## config.mk

```make
export PLATFORM = sky130hd
export DESIGN_NAME = stepper_angle_positioner_top
export DESIGN_NICKNAME = d
export VERILOG_FILES = /design/src/sv/sap_pkg.sv /design/src/sv/stepper_angle_positioner_top.sv
export SDC_FILE = /design/constraint.sdc
export NUM_CORES = 1
export LEC_CHECK = 0
export ABC_AREA = 1
export BUFFER_PORTS_ARGS = -buffer_cell sky130_fd_sc_hd__buf_2
export CORE_UTILIZATION = 70
export DETAILED_ROUTE_END_ITERATION = 12
export PLACE_DENSITY_LB_ADDON = 0.05
export SYNTH_ARGS = -nofsm -noshare
export SYNTH_HDL_FRONTEND = slang
export SYNTH_SLANG_ARGS = --single-unit
```

## constraint.sdc

```tcl
create_clock -name aclk -period 21.2 [get_ports aclk]
set_input_delay 3.18 -clock aclk [delete_from_list [all_inputs] [get_ports aclk]]
set_output_delay 3.18 -clock aclk [all_outputs]
set_load 0.02 [all_outputs]
```

## src/sv/sap_pkg.sv

```systemverilog
`timescale 1ns / 1ps

package sap_pkg;

    // Fixed field widths
    localparam int OP_W    = 3;
    localparam int DEG_W   = 9;
    localparam int JOG_W   = 2;
    localparam int COIL_W  = 4;
    localparam int ANG_W   = 19;
    localparam int STEP_W  = 17;
    localparam int TICKS_W = 16;
    localparam int MODE_W  = 2;
    localparam int CFG_W   = 17;

    // Operation codes
    localparam logic [OP_W-1:0] OP_TICK    = 3'd0;
    localparam logic [OP_W-1:0] OP_GOTO    = 3'd1;
    localparam logic [OP_W-1:0] OP_ADVANCE = 3'd2;
    localparam logic [OP_W-1:0] OP_ZERO    = 3'd3;
    localparam logic [OP_W-1:0] OP_JOG     = 3'd4;

    // Jog directions
    localparam logic [JOG_W-1:0] JOG_STOP = 2'd0;
    localparam logic [JOG_W-1:0] JOG_CW   = 2'd1;
    localparam logic [JOG_W-1:0] JOG_CCW  = 2'd2;

    // Motion modes
    localparam logic [MODE_W-1:0] MODE_IDLE     = 2'd0;
    localparam logic [MODE_W-1:0] MODE_POSITION = 2'd1;
    localparam logic [MODE_W-1:0] MODE_JOG      = 2'd2;

    // Configuration register indexes
    localparam logic REG_STEP_SIZE   = 1'b0;
    localparam logic REG_PHASE_TICKS = 1'b1;

    // Reset values of the configuration registers
    localparam logic [STEP_W-1:0]  STEP_SIZE_RST   = 17'd666;
    localparam logic [TICKS_W-1:0] PHASE_TICKS_RST = 16'd2;

    typedef logic [COIL_W-1:0] coil_t;

    // Full-step coil sequence; cw: 8,1,2,4  ccw: 1,8,4,2
    function automatic coil_t coil_lookup(input logic cw, input logic [1:0] idx);
        coil_t p;
        case ({cw, idx})
            3'b100:  p = 4'h8;
            3'b101:  p = 4'h1;
            3'b110:  p = 4'h2;
            3'b111:  p = 4'h4;
            3'b000:  p = 4'h1;
            3'b001:  p = 4'h8;
            3'b010:  p = 4'h4;
            3'b011:  p = 4'h2;
            default: p = 4'h0;
        endcase
        return p;
    endfunction

endpackage

```

## src/sv/stepper_angle_positioner_top.sv

```systemverilog
`timescale 1ns / 1ps

// Full-step position controller for a four-coil stepper motor.
//
// Input stream (s_*): one command per transfer. s_tuser carries the operation
// (tick, go to angle, advance clockwise, zero angle, jog); s_tdata carries the
// angle in whole degrees and the jog direction. Ticks pace the coil sequence.
// Output stream (m_*): exactly one result per input transfer with the coil
// pattern, shaft angle in millidegrees, busy flag and the arrived pulse.
//
// The result of a transfer is presented on m_tvalid at
// the following clock edge. Throughput is one transfer per cycle; the state
// update is a single pass of short logic between the state registers and
// the output register, so s_tready stays high while m_tready is high.
// When the receiver stalls, the result is held in the output register and
// s_tready drops until it is taken.
//
// Configuration (cfg_*): plain write port, step_size at index 0 and
// phase_ticks at index 1, to be written while no results are outstanding.
// Reset (aresetn low, synchronous): angle 0, motion idle, coils off,
// step_size 666, phase_ticks 2, output stream empty.

module stepper_angle_positioner_top
    import sap_pkg::*;
#(
    parameter int PHASE_TIMER_BITS = 16,
    parameter int FULL_TURN        = 360000
) (
    input  logic             aclk,
    input  logic             aresetn,

    input  logic             s_tvalid,
    output logic             s_tready,
    input  logic [15:0]      s_tdata,   // [8:0] angle_deg, [10:9] jog_direction
    input  logic [OP_W-1:0]  s_tuser,   // [2:0] operation

    output logic             m_tvalid,
    input  logic             m_tready,
    output logic [31:0]      m_tdata,   // [3:0] coil_pattern, [22:4] current_angle,
                                        // [23] busy_res, [24] arrived

    input  logic             cfg_we,
    input  logic             cfg_index,
    input  logic [CFG_W-1:0] cfg_wdata
);

    localparam int TMR_W = PHASE_TIMER_BITS;
    localparam int CMP_W = (TMR_W > TICKS_W) ? TMR_W : TICKS_W;
    localparam int HALF_TURN = FULL_TURN / 2;
    localparam logic [ANG_W-1:0] TURN = ANG_W'(FULL_TURN);
    localparam logic [ANG_W-1:0] HALF = ANG_W'(HALF_TURN);
    localparam logic [STEP_W-1:0] STEP_MOD_RST = STEP_W'(666 % FULL_TURN);

    // Step size modulo a full turn, by conditional subtraction of shifted turns
    function automatic logic [STEP_W-1:0] reduce_step(input logic [STEP_W-1:0] s);
        logic [STEP_W-1:0] r;
        r = s;
        for (int k = STEP_W - 1; k >= 0; k--) begin
            if ((longint'(FULL_TURN) << k) < (longint'(1) << STEP_W)) begin
                if (r >= STEP_W'(longint'(FULL_TURN) << k)) begin
                    r = r - STEP_W'(longint'(FULL_TURN) << k);
                end
            end
        end
        return r;
    endfunction

    // ---------------- configuration ----------------
    logic [STEP_W-1:0]  step_eff_reg;   // step_size with zero read as one
    logic [STEP_W-1:0]  step_mod_reg;   // same, modulo a full turn
    logic [TICKS_W-1:0] ticks_eff_reg;  // phase_ticks with zero read as one
    logic [STEP_W-1:0]  cfg_step_eff;
    logic [STEP_W:0]    step_twice;

    assign cfg_step_eff = (cfg_wdata == '0) ? STEP_W'(1) : cfg_wdata;
    assign step_twice   = {step_eff_reg, 1'b0};

    always_ff @(posedge aclk) begin
        if (!aresetn) begin
            step_eff_reg  <= STEP_SIZE_RST;
            step_mod_reg  <= STEP_MOD_RST;
            ticks_eff_reg <= PHASE_TICKS_RST;
        end else if (cfg_we) begin
            case (cfg_index)
                REG_STEP_SIZE: begin
                    step_eff_reg <= cfg_step_eff;
                    step_mod_reg <= reduce_step(cfg_step_eff);
                end
                REG_PHASE_TICKS: begin
                    ticks_eff_reg <= (cfg_wdata[TICKS_W-1:0] == '0) ?
                                     TICKS_W'(1) : cfg_wdata[TICKS_W-1:0];
                end
                default: ;
            endcase
        end
    end

    // ---------------- input fields ----------------
    logic [OP_W-1:0]  op;
    logic [DEG_W-1:0] deg;
    logic [JOG_W-1:0] jog;
    logic             s_xfer;

    assign op     = s_tuser;
    assign deg    = s_tdata[DEG_W-1:0];
    assign jog    = s_tdata[DEG_W +: JOG_W];
    assign s_xfer = s_tvalid && s_tready;

    // ---------------- target angle: deg*1000 modulo a turn ----------------
    // Split deg into its top three bits and low six bits; each part has a
    // small table of pre-reduced millidegree values.
    logic [ANG_W-1:0] hi_tab [8];
    logic [ANG_W-1:0] lo_tab [64];

    for (genvar g = 0; g < 8; g++) begin : g_hi
        localparam longint HV = (longint'(g) * 64000) % FULL_TURN;
        assign hi_tab[g] = ANG_W'(HV);
    end
    for (genvar g = 0; g < 64; g++) begin : g_lo
        localparam longint LV = (longint'(g) * 1000) % FULL_TURN;
        assign lo_tab[g] = ANG_W'(LV);
    end

    logic [ANG_W:0]   target_sum;
    logic [ANG_W-1:0] target;
    logic [ANG_W-1:0] advance_dist;

    assign target_sum   = {1'b0, hi_tab[deg[8:6]]} + {1'b0, lo_tab[deg[5:0]]};
    assign target       = (target_sum >= {1'b0, TURN}) ?
                          ANG_W'(target_sum - {1'b0, TURN}) : ANG_W'(target_sum);
    assign advance_dist = ANG_W'(deg) * ANG_W'(1000);

    // ---------------- state ----------------
    logic [ANG_W-1:0]  shaft_reg,  shaft_next;
    logic [ANG_W-1:0]  rem_reg,    rem_next;
    logic              cw_reg,     cw_next;
    logic [MODE_W-1:0] mode_reg,   mode_next;
    logic [1:0]        phase_reg,  phase_next;
    logic [TMR_W-1:0]  timer_reg,  timer_next;
    coil_t             coil_reg,   coil_next;
    logic              arrived_next;

    logic              m_tvalid_reg;
    logic [31:0]       m_tdata_reg;

    // go-to distance and direction by the shorter way
    logic [ANG_W-1:0] goto_diff;
    logic [ANG_W-1:0] goto_dist;
    logic             goto_cw;

    always_comb begin
        if (shaft_reg > target) begin
            goto_diff = shaft_reg - target;
            goto_cw   = (goto_diff >= HALF);
        end else begin
            goto_diff = target - shaft_reg;
            goto_cw   = !(goto_diff > HALF);
        end
        if ((shaft_reg > target) ? goto_cw : !goto_cw) begin
            goto_dist = TURN - goto_diff;
        end else begin
            goto_dist = goto_diff;
        end
    end

    // one angle step with wrap
    logic [ANG_W:0]   cw_sum;
    logic [ANG_W-1:0] angle_stepped;

    assign cw_sum = {1'b0, shaft_reg} + (ANG_W + 1)'(step_mod_reg);

    always_comb begin
        if (cw_reg) begin
            angle_stepped = (cw_sum >= {1'b0, TURN}) ?
                            ANG_W'(cw_sum - {1'b0, TURN}) : ANG_W'(cw_sum);
        end else if (shaft_reg >= ANG_W'(step_mod_reg)) begin
            angle_stepped = shaft_reg - ANG_W'(step_mod_reg);
        end else begin
            angle_stepped = shaft_reg + (TURN - ANG_W'(step_mod_reg));
        end
    end

    // tick timing
    logic [TMR_W-1:0] timer_inc;
    logic             period_end;
    logic [ANG_W-1:0] rem_dec;

    assign timer_inc  = timer_reg + TMR_W'(1);
    assign period_end = (CMP_W'(timer_inc) >= CMP_W'(ticks_eff_reg)) || (timer_inc == '0);
    assign rem_dec    = rem_reg - ANG_W'(step_eff_reg);

    // start of a positioned move (go-to or advance)
    logic [ANG_W-1:0] move_dist;
    logic             move_cw;

    assign move_dist = (op == OP_GOTO) ? goto_dist : advance_dist;
    assign move_cw   = (op == OP_GOTO) ? goto_cw : 1'b1;

    always_comb begin
        shaft_next   = shaft_reg;
        rem_next     = rem_reg;
        cw_next      = cw_reg;
        mode_next    = mode_reg;
        phase_next   = phase_reg;
        timer_next   = timer_reg;
        coil_next    = coil_reg;
        arrived_next = 1'b0;

        case (op)
            OP_TICK: begin
                if (mode_reg != MODE_IDLE) begin
                    if (timer_reg == '0) begin
                        coil_next = coil_lookup(cw_reg, phase_reg);
                    end
                    if (period_end) begin
                        timer_next = '0;
                        phase_next = phase_reg + 2'd1;
                        if (phase_reg == 2'd3) begin
                            shaft_next = angle_stepped;
                            if (mode_reg == MODE_POSITION) begin
                                rem_next = rem_dec;
                                if (rem_dec <= ANG_W'(step_twice)) begin
                                    mode_next    = MODE_IDLE;
                                    rem_next     = '0;
                                    arrived_next = 1'b1;
                                end
                            end
                        end
                    end else begin
                        timer_next = timer_inc;
                    end
                end
            end
            OP_GOTO, OP_ADVANCE: begin
                phase_next = '0;
                timer_next = '0;
                cw_next    = move_cw;
                if (move_dist <= ANG_W'(step_twice)) begin
                    mode_next    = MODE_IDLE;
                    rem_next     = '0;
                    arrived_next = 1'b1;
                end else begin
                    mode_next = MODE_POSITION;
                    rem_next  = move_dist;
                end
            end
            OP_ZERO: begin
                shaft_next = '0;
                rem_next   = '0;
                mode_next  = MODE_IDLE;
                phase_next = '0;
                timer_next = '0;
            end
            OP_JOG: begin
                phase_next = '0;
                timer_next = '0;
                rem_next   = '0;
                case (jog)
                    JOG_CW: begin
                        mode_next = MODE_JOG;
                        cw_next   = 1'b1;
                    end
                    JOG_CCW: begin
                        mode_next = MODE_JOG;
                        cw_next   = 1'b0;
                    end
                    default: mode_next = MODE_IDLE;
                endcase
            end
            default: ;  // unused codes leave the state alone
        endcase
    end

    always_ff @(posedge aclk) begin
        if (!aresetn) begin
            shaft_reg <= '0;
            rem_reg   <= '0;
            cw_reg    <= 1'b0;
            mode_reg  <= MODE_IDLE;
            phase_reg <= '0;
            timer_reg <= '0;
            coil_reg  <= '0;
        end else if (s_xfer) begin
            shaft_reg <= shaft_next;
            rem_reg   <= rem_next;
            cw_reg    <= cw_next;
            mode_reg  <= mode_next;
            phase_reg <= phase_next;
            timer_reg <= timer_next;
            coil_reg  <= coil_next;
        end
    end

    // ---------------- output register ----------------
    // Ready whenever the output register is empty or being drained this cycle.
    assign s_tready = !m_tvalid_reg || m_tready;

    always_ff @(posedge aclk) begin
        if (!aresetn) begin
            m_tvalid_reg <= 1'b0;
        end else if (s_xfer) begin
            m_tvalid_reg <= 1'b1;
        end else if (m_tready) begin
            m_tvalid_reg <= 1'b0;
        end
    end

    always_ff @(posedge aclk) begin
        if (s_xfer) begin
            m_tdata_reg <= {7'd0, arrived_next, (mode_next != MODE_IDLE),
                            shaft_next, coil_next};
        end
    end

    assign m_tvalid = m_tvalid_reg;
    assign m_tdata  = m_tdata_reg;

    // ---------------- assertions ----------------
    a_angle_in_turn: assert property (@(posedge aclk) disable iff (!aresetn)
        shaft_reg < TURN)
        else $error("shaft angle outside one turn");

    a_idle_no_distance: assert property (@(posedge aclk) disable iff (!aresetn)
        (mode_reg == MODE_IDLE) |-> (rem_reg == '0))
        else $error("remaining distance left while idle");

    a_arrived_not_busy: assert property (@(posedge aclk) disable iff (!aresetn)
        (m_tvalid && m_tdata[24]) |-> !m_tdata[23])
        else $error("arrived reported while still busy");

    a_xfer_gives_result: assert property (@(posedge aclk) disable iff (!aresetn)
        s_xfer |=> m_tvalid)
        else $error("accepted transfer produced no result");

    a_stall_blocks_input: assert property (@(posedge aclk) disable iff (!aresetn)
        (m_tvalid && !m_tready) |-> !s_tready)
        else $error("input taken while result is stalled");

endmodule

```

After elaboration in Yosys (flattened, before gate mapping)
Memories as Yosys holds them, arrays and structs flattened.
Index checks and enable logic that the tools add are counted.
{ "op_classes": {"add_sub_neg": 13, "multipliers": 1, "div": 0, "n_lt_le_gt_ge": 11, "eq_ne": 13, "shifts": 0, "mux": 55, "n_bitwise": 3, "n_reduce_logical": 27} }
{ "ops": {"columns": ["op", "count"], "rows": [
  ["19-bit two-way mux", 20],
  ["19-bit one-hot mux with 3 select lines", 1],
  ["16-bit logical NOT", 3],
  ["16-bit two-way mux", 3],
  ["20-bit by 19-bit >= comparator with 1-bit output, second input constant", 2],
  ["19-bit by 18-bit less-or-equal comparator with 1-bit output", 2],
  ["19-bit one-hot mux with 2 select lines", 1],
  ["19-bit by 17-bit subtractor with 19-bit output", 2],
  ["19-bit subtractor", 2],
  ["19-bit subtractor, second input constant", 2],
  ["16-bit one-hot mux with 2 select lines", 1],
  ["19-bit by 17-bit adder with 20-bit output", 1],
  ["19-bit by 19-bit adder with 20-bit output", 1],
  ["19-bit adder", 1],
  ["19-bit by 17-bit >= comparator with 1-bit output", 1],
  ["19-bit by 18-bit >= comparator with 1-bit output, second input constant", 1],
  ["19-bit by 18-bit > comparator with 1-bit output, second input constant", 1],
  ["19-bit > comparator", 1],
  ["19-bit by 17-bit subtractor with 19-bit output, first input constant", 1],
  ["19-bit subtractor, first input constant", 1],
  ["17-bit logical NOT", 1],
  ["17-bit two-way mux", 1],
  ["16-bit by 1-bit adder with 16-bit output, second input constant", 1],
  ["16-bit >= comparator", 1],
  ["32 further kinds", 71]
]} }
{ "totals": {"regBits": 122, "latchBits": 0, "ram_bits": 0, "rom_bits": 1400, "input_bits": 42, "out_inout_bits": 34, "wordCells": 137, "memories": 3} }
{ "memory_table": {"columns": ["memory", "depth", "width", "rd", "rd_ports_with_merged_regs", "write_ports", "line_no", "text"], "rows": [
  ["(name not given)", 64, 19, 1, 0, 0, "stepper_angle_positioner_top.sv:128", "assign target_sum = {1'b0, hi_tab[deg[8:6]]} + {1'b0, lo_tab[deg[5:0]]};"],
  ["(name not given)", 8, 19, 1, 0, 0, "stepper_angle_positioner_top.sv:128", null],
  ["(name not given)", 8, 4, 1, 0, 0, "sap_pkg.sv:46", "case ({cw, idx})"]
]} }

Longest topological paths before layout
Gate-level depths: netlist of run 1.
{ "logic_depth": {"ltp_word": 19, "mapped_depth": 65, "depth_no_buf": 62} }

Worst setup path after synthesis of run 1
No wires, ideal clock.
{ "synth_timing": {"path_kind": "input to register", "startpoint": "in s_tdata[1]", "endpoint": "reg m_tdata_reg[23], in the netlist m_tdata[23], data pin", "setup_time_ns": 0.268, "arrival_ns": 10.025, "required_time_ns": 20.932, "slack_ns": 10.906, "cell_stages": 52, "n_path_buf": 4, "path_cell_list": "inv_1 > ha_1 > inv_1 > o21ai_0 > xor2_1 > ha_1 > inv_1 > fa_1 > o21ai_1 > nand2_1 > o211ai_1 > a21oi_1 > o21ai_1 > xor2_1 > inv_1 > nand2_1 > nor2_1 > a21oi_1 > (+16 left out) > inv_2 > buf_2 > nand2_1 > nand2_1 > a21boi_0 > ha_1 > a21oi_1 > nor2_1 > a211oi_1 > o311ai_0 > nand2_1 > nand2_1 > a21oi_1 > o21ai_0 > nand2_1 > nand3_4 > nand2_1 > nand4_1"} }
{ "synth_between": {"elab_chain_len": 19, "elab_cells_between_ends": 26, "classes_between": "5 x add/sub; 1 x mul; 5 x order compare; 10 x mux; 1 x bitwise; 3 x reduce/logical; 1 x memory"} }
{ "synth_lines": {"columns": ["item", "line_no", "text"], "rows": [
  ["start, declared", "stepper_angle_positioner_top.sv:34", "input logic [15:0] s_tdata,"],
  ["6-bit NOT with 7-bit output (not written as such)", "stepper_angle_positioner_top.sv:128", null],
  ["memory 64 x 19 bit", null, null],
  ["19-bit two-way mux (not written as such) (2 in a row)", "stepper_angle_positioner_top.sv:128", null],
  ["19-bit by 19-bit adder with 20-bit output", "stepper_angle_positioner_top.sv:128", null],
  ["19-bit subtractor or 20-bit by 19-bit >= comparator with 1-bit output (tied branches)", "stepper_angle_positioner_top.sv:130, stepper_angle_positioner_top.sv:129", null],
  ["19-bit two-way mux", "stepper_angle_positioner_top.sv:129", "assign target = (target_sum >= {1'b0, TURN}) ?"],
  ["19-bit subtractor", "stepper_angle_positioner_top.sv:156", "goto_diff = target - shaft_reg;"],
  ["19-bit by 18-bit > comparator with 1-bit output", "stepper_angle_positioner_top.sv:157", "goto_cw = !(goto_diff > HALF);"],
  ["(+2 left out)", null, null],
  ["1-bit logical NOT", "stepper_angle_positioner_top.sv:159", "if ((shaft_reg > target) ? goto_cw : !goto_cw) begin"],
  ["1-bit two-way mux", "stepper_angle_positioner_top.sv:159", null],
  ["19-bit two-way mux", "stepper_angle_positioner_top.sv:159", null],
  ["19-bit two-way mux *", "stepper_angle_positioner_top.sv:196", "assign move_dist = (op == OP_GOTO) ? goto_dist : advance_dist;"],
  ["19-bit by 18-bit less-or-equal comparator with 1-bit output *", "stepper_angle_positioner_top.sv:238", "if (move_dist <= ANG_W'(step_twice)) begin"],
  ["1-bit two-way mux *", "stepper_angle_positioner_top.sv:238", null],
  ["2-bit one-hot mux with 4 select lines *", "stepper_angle_positioner_top.sv:209", "case (op)"],
  ["2-bit nonzero test *", "stepper_angle_positioner_top.sv:310", "m_tdata_reg <= {7'd0, arrived_next, (mode_next != MODE_IDLE),"],
  ["end signal, assigned", "stepper_angle_positioner_top.sv:310", null],
  ["end, declared", "stepper_angle_positioner_top.sv:144", "logic [31:0] m_tdata_reg;"]
]} }
Mark *: on every way between the ends. The rest lies on a longest branch, timed or not. The select of a mux whose other input is x is not followed.
A chain may end at the register's enable or synchronous reset.

Worst setup path in the final report of run 1
Same ends and word-level chain as after synthesis.

==> results.sh, run 1 <==
export IMPL_start_util_pct=72.1
export IMPL_r2r_slack_ns=14.49
export IMPL_skew_ns=0.0258
export IMPL_cts_setup_buffers=0
export IMPL_die_x_um=164
export IMPL_fin_crit_sh_pct=64.4
export IMPL_grt_overflow_total=0
export IMPL_ctsResizeCount=0
export IMPL_reg2reg_from="shaft_reg[17]"
export IMPL_hold_buffers=0
export IMPL_cts_tree="built"
export IMPL_dieArea_mm2=0.0268
export IMPL_crit_fanout=30
export IMPL_power_density_mw_per_mm2=92.0
export IMPL_setup_tns_ns=0
export IMPL_clock_latency_ns=0.44
export IMPL_final_util_pct=75.8
export IMPL_finalWirelength_um=58400
export IMPL_hp_start="timer_reg[8]"
export IMPL_clk_pin_slew_worst_paths_ns=0.08
export IMPL_grt_pass1_vias=18400
export IMPL_grt_max_degree=54
export IMPL_ys_seq_area_share_pct=14.7
export IMPL_setup_viol=0
export IMPL_synthToLayoutAreaGrowth_pct=5.12
export IMPL_hold_class="reg2reg"
export IMPL_status="completed"
export IMPL_path_class="in2reg"
export IMPL_endpoint="m_tdata[23]"
export IMPL_ys_ff_latch=122
export IMPL_syn_avg_cell_area_um2=6.21
export IMPL_first_pass_iters=9
export IMPL_vias=20000
export IMPL_die_y_um=164
export IMPL_stdcell_count=3311
export IMPL_ir_drop_uv=77.7
export IMPL_synthTopCellsByArea="nand2_1 17%, ha_1 16%, dfxtp_1 11%"
export IMPL_cellLeakagePower_uw=0.0103
export IMPL_critPathArrivalTime_ns=13.81
export IMPL_fin_crit_ns=13.66
export IMPL_io_buffer_count=63
export IMPL_cts_num_sinks=122
export IMPL_antenna_found_initial=3
export IMPL_fin_ws_ns=7.54
export IMPL_numCtsBuffers=17
export IMPL_synth_edf_count=25
export IMPL_grt_setup_unrepaired="false"
export IMPL_finalMaxSlewViolations=0
export IMPL_synth_cell_types=60
export IMPL_mappedNetlistArea_mm2=0.0183
export IMPL_timing_rr_end="m_tdata[23]"
export IMPL_layout_drive_gt1_share_pct=6.14
export IMPL_drtAntennaViolNets=0
export IMPL_grtUsageTotal_pct=43.5
export IMPL_drc_errors=0
export IMPL_synthCells=2952
export IMPL_crit_start="s_tdata[1]"
export IMPL_dp_slack_ns=7.47
export IMPL_wl_per_cell_um=17.7
export IMPL_clock_path_buffers=2
export IMPL_core_mm2=0.0254
export IMPL_worst_setup_path_start_kind="input pin"
export IMPL_drtIter0Drc=2426
export IMPL_synth_area_leader_cell="nand2_1"
export IMPL_critPathCaptureType="flip-flop"
export IMPL_hpwl_um=45800
export IMPL_clockRootBuffer="clkbuf_16"
export IMPL_required_ns=21.35
export IMPL_row_count=58
export IMPL_grt_pass1_wl_um=92400
export IMPL_hold_viol_final=0
export IMPL_worst_pin_slew_ns=1.23
export IMPL_synth_top_area_share_pct=16.9
export IMPL_h_tree_depth=4
export IMPL_fmax_mhz=73.2
export IMPL_io_pins=76
export IMPL_synth_main_ff_cell="dfxtp_1"
export IMPL_reg2reg_depth=30
export IMPL_max_cap_violations=0
export IMPL_crit_path_max_incr_delay_ns=0.66
export IMPL_dp_cells=3277
export IMPL_final_nets=3277
export IMPL_place_congestion=1.05
export IMPL_cp_slowest_cell="o21ai_0"
export IMPL_largest_reg_flops=25
export IMPL_ys_warn_count=0
export IMPL_via_per_inst=6.05
export IMPL_power_uw=1770
export IMPL_max_slew_margin_pct=17.8
export IMPL_crit_top_cell="nand2_1"
export IMPL_async_flop_share_pct=0
==> area by class of cell <==
| class | count | area (um2) |
|---|---|---|
| multi-input combinational | 2273 | 13400 |
| timing repair buffer | 69 | 360 |
| tap | 330 | 413 |
| antenna | 2 | 5.00 |
| fill | 2064 | 6140 |
| inverter | 483 | 1810 |
| clock inverter | 13 | 114 |
| clock buffer | 19 | 464 |
| sequential | 122 | 2690 |
==> cells by family after synthesis <==
logic type	count (synthesis)	synth area share [%]
adder cells (fa/ha/maj)	269	20.0
flip-flops	122	14.7
multiplexers	2	0.109
AO/OA/AOI/OAI	511	15.2
other	1	0.0205
buffers and inverters	563	12.3
AND/OR/NAND/NOR	1377	32.5
XOR/XNOR	107	5.12
==> cells in the mapped netlist (4+ instances only) <==
master / number
o21ai_1: 12
a21boi_0: 12
fa_1: 40
xnor2_1: 14
inv_2: 9
o21bai_1: 12
ha_1: 229
a211oi_1: 4
dfxtp_1: 97
edfxtp_1: 25
a21oi_1: 243
nor2_1: 178
nor2_2: 11
nand3_1: 181
nand2_1: 825
o211ai_1: 16
a31oi_1: 12
o21ai_0: 169
nor4_1: 6
inv_1: 467
nand2_2: 23
buf_4: 12
o31ai_1: 7
nand3b_1: 10
nor3_1: 33
buf_6: 5
buf_2: 29
clkbuf_1: 30
nand4_1: 69
and2_1: 8
or2_2: 11
xor2_1: 93
clkinv_1: 6
nand3_2: 10
a21o_1: 5
==> where the power goes <==
group	internal, uW	leakage, uW	switching (uW)
clock network	164	0.000282	128
registers	255	0.00105	18.4
logic	393	0.00901	813
total	812	0.0103	959
==> cell usage in the layout, fill, tap and decap left out, types with 7 or more instances in the layout <==
master and instances:
nand2_1 825, inv_1 466, a21oi_1 242, ha_1 229
nand3_1 181, nor2_1 177, o21ai_0 169, dfxtp_1 97
xor2_1 93, nand4_1 69, buf_2 63, fa_1 40
nor3_1 33, edfxtp_1 25, nand2_2 23, clkbuf_16 18
o211ai_1 16, xnor2_1 14, nor2_2 12, o21bai_1 12
a31oi_1 12, o21ai_1 12, a21boi_0 12, or2_2 11
nand3_2 10, inv_2 10, nand3b_1 10, and2_1 8
inv_6 8, o31ai_1 7, conb_1 7
==> per-layer routing <==
| layer | vias to the layer above | share of wire [%] | global-route usage, % |
|---|---|---|---|
| li1 | 9558 | - | - |
| met1 | 9123 | 40 | 55.4 |
| met2 | 1141 | 43 | 69.3 |
| met3 | 217 | 12 | 11.0 |
| met4 | 4 | 4.4 | 19.1 |
| met5 | - | 0.053 | 0 |
==> worst min-delay path by stage <==
stage                                  end  slack, ns  depth (start not counted)
final                         timer_reg[8]       0.50                          2
after global routing          timer_reg[8]       0.53                          2
after CTS                     timer_reg[8]       0.50                          2
after detailed placement      timer_reg[8]       0.49                          2
after global placement    ticks_eff_reg[1]       0.46                          2
after floorplan           ticks_eff_reg[1]       0.44                          2
==> worst max-delay path, delay by kind of cell <==
kind	cells	cell delay (ns)
XOR/XNOR	2	0.49
AND/OR/NAND/NOR	18	3.32
buffers and inverters	7	1.27
AO/OA/AOI/OAI	17	3.71
adder cells (fa/ha/maj)	5	1.82
==> stage by stage <==
stage	hold WS (ns)	cell area [um2]
finish	0.500	19300
global route	0.531	19300
CTS	0.498	19300
detailed placement	0.487	18700
global placement	0.459	18700
floorplan	0.443	18300
Power figures use the tool's default switching activity.
==> inputs of run 2 (changes only) <==
- ABC_AREA: 1 -> 0
- CORE_UTILIZATION: 70 -> 58
- clock period: 21.2 -> 11.4 ns (I/O delays scaled with it)
==> results.sh, run 2 <==
export IMPL_status="completed"
export IMPL_grt_overflow_total=0
export IMPL_io_buffer_count=63
export IMPL_place_congestion=0.942
export IMPL_switching_power_uw=1460
export IMPL_synthToLayoutAreaGrowth_pct=12.7
export IMPL_fin_crit_ns=10.91
export IMPL_io_pins=76
export IMPL_final_nets=2660
export IMPL_power_density_mw_per_mm2=170
export IMPL_core_mm2=0.0289
export IMPL_worst_setup_path_start_kind="input pin"
export IMPL_dieArea_mm2=0.0303
export IMPL_vias=16900
export IMPL_row_count=62
export IMPL_endpoint="m_tdata[23]"
export IMPL_synthCells=2209
export IMPL_max_slew_margin_pct=16.9
export IMPL_critPathCaptureType="flip-flop"
export IMPL_wl_per_cell_um=18.9
export IMPL_ys_top_cells_by_count="236 x nand2_1, 229 x ha_1, 167 x inv_1"
export IMPL_grt_pass1_vias=15900
export IMPL_crit_path_max_incr_delay_ns=0.55
export IMPL_ys_ff_latch=122
export IMPL_r2r_slack_ns=4.39
export IMPL_cp_slowest_cell="o311ai_1"
export IMPL_reg2reg_depth=27
export IMPL_hpwl_um=42000
export IMPL_crit_start="s_tdata[0]"
export IMPL_clk_pin_slew_worst_paths_ns=0.06
export IMPL_critPathArrivalTime_ns=11.05
export IMPL_fin_crit_sh_pct=95.7
export IMPL_drtAntennaViolNets=0
export IMPL_power_uw=3290
export IMPL_clock_latency_ns=0.44
export IMPL_synth_most_common_cell="nand2_1"
export IMPL_worst_path_buf_inv=9
export IMPL_cellLeakagePower_uw=0.00847
export IMPL_die_y_um=174
export IMPL_numCtsBuffers=17
export IMPL_via_per_inst=6.15
export IMPL_skew_ns=0.0117
export IMPL_seqPwrFrac_pct=14.8
export IMPL_start_util_pct=59.4
export IMPL_antenna_found_initial=0
export IMPL_fmax_mhz=91.7
export IMPL_synthTopCellsByArea="ha_1 17%, dfxtp_1 11%, nand2_1 5.2%"
export IMPL_dp_cells=2713
export IMPL_max_cap_violations=0
export IMPL_grt_max_degree=52
export IMPL_hold_viol_final=0
export IMPL_ir_drop_uv=251
export IMPL_ys_warn_count=0
export IMPL_n_antenna_cell=0
export IMPL_grt_pass1_wl_um=82800
export IMPL_synth_top_area_share_pct=16.7
export IMPL_layout_drive_gt1_share_pct=14.5
export IMPL_cts_tree="built"
export IMPL_cts_num_sinks=122
export IMPL_mappedNetlistArea_mm2=0.0172
export IMPL_h_tree_depth=4
export IMPL_clockRootBuffer="clkbuf_16"
export IMPL_share_comb_of_total_power_pct=67.1
export IMPL_intPower_uw=1830
export IMPL_worst_pin_slew_ns=1.24
export IMPL_finalMaxSlewViolations=0
export IMPL_finalWirelength_um=51900
export IMPL_worstSetupPathDepth=47
export IMPL_synth_cell_types=114
export IMPL_final_util_pct=67.0
export IMPL_path_delay_family="compound AO/OA/AOI/OAI gates"
export IMPL_p_sw_share_pct=44.5
export IMPL_setup_viol=0
export IMPL_async_flop_share_pct=0
export IMPL_die_x_um=174
export IMPL_drtIter0Drc=1388
export IMPL_synth_main_ff_cell="dfxtp_1"
export IMPL_p_clk_share_pct=18.1
export IMPL_stdcell_count=2746
export IMPL_whs_ns=0.452
export IMPL_synth_area_leader_cell="ha_1"
export IMPL_hold_class="reg2reg"
export IMPL_grtUsageTotal_pct=34.2
export IMPL_synth_edf_count=25
export IMPL_drc_errors=0
export IMPL_first_pass_iters=6
export IMPL_timing_rr_end="m_tdata[23]"
export IMPL_required_ns=11.54
export IMPL_syn_avg_cell_area_um2=7.76
export IMPL_clock_path_buffers=2
export IMPL_final_cell_mix="236 x nand2_1, 228 x ha_1, 167 x inv_1"
export IMPL_largest_reg_flops=25
export IMPL_ys_seq_area_share_pct=15.7
export IMPL_layout_commonest_cell="nand2_1"
export IMPL_setup_tns_ns=0
export IMPL_path_class="in2reg"
export IMPL_hold_buffers=0
export IMPL_reg2reg_from="shaft_reg[3]"
export IMPL_crit_fanout=11
run 2: changes by cell type in the layout (fill, tap and decap cells not counted), sizes merged, moves of 76 or more:
cell,previous run,this run
a21oi,246,170
nand2,851,238
xnor2,14,98
nand3,192,54
inv,487,175
buf,69,211
run 2: worst min-delay path by stage:
stage	from	endpoint	slack, ns	cells past startpoint
floorplan	coil_reg[0]	coil_reg[0]	0.43	2
global placement	coil_reg[0]	coil_reg[0]	0.44	2
detailed placement	ticks_eff_reg[9]	ticks_eff_reg[9]	0.45	2
CTS	ticks_eff_reg[9]	ticks_eff_reg[9]	0.45	2
global route	ticks_eff_reg[15]	ticks_eff_reg[15]	0.48	2
finish	ticks_eff_reg[9]	ticks_eff_reg[9]	0.45	2
run 2: tightest hold or removal path, stage by stage (launching register included):
cell,delay (ns)
dfxtp_1,0.31
nand2_1,0.05
a21oi_1,0.05
run 2: power by group through the flow:
stage / logic [uW] / registers, uW / clock network (uW)
floorplan: 1430 / 496 / 0
global placement: 2100 / 494 / 0
detailed placement: 2130 / 495 / 0
CTS: 2150 / 486 / 600
global route: 2420 / 489 / 617
finish: 2210 / 486 / 596
run 2: cell type report:
class / instances / area (um2)
tap: 384 / 480
timing repair buffer: 211 / 1440
inverter: 171 / 642
sequential: 122 / 2690
multi-input combinational: 1826 / 13400
clock inverter: 13 / 174
fill: 2535 / 9530
clock buffer: 19 / 475
run 2: cell families (layout without fill, tap and decap cells):
logic type | after synthesis | after routing | synth area share [%]
flops | 122 | 122 | 15.7
compound gates | 633 | 633 | 24.7
buf+inv | 267 | 414 | 6.50
fa+ha+maj | 269 | 269 | 21.4
xor+xnor | 150 | 150 | 7.77
simple gates | 724 | 724 | 21.2
mux | 43 | 43 | 2.73
other cells | 1 | 7 | 0.0219
run 2: routing by layer:
layer  part of all wire [%]  wire length, um  vias to the layer above  global-route usage [%]
li1                       -                -                     8214                       -
met1                     44            22700                     8022                    44.2
met2                     46            24100                      554                    57.3
met3                    5.8             2990                      101                    4.13
met4                    4.1             2130                        0                    14.5
met5                      0                0                        -                       0
run 2: timing repair:
item	4_1_cts	5_1_grt
setup buffers	0	1
endpoints found under the hold margin	0	0
resized for setup	0	11
endpoints found under the setup margin	0	18
run 2: through the flow:
stage | instance area [um2] | setup WS, ns
after CTS | 19300 | 0.464
after global routing | 19300 | -0.0151
after detailed placement | 18600 | 0.0288
after floorplan | 17200 | 0.885
final | 19300 | 0.492
after global placement | 18600 | 0.267
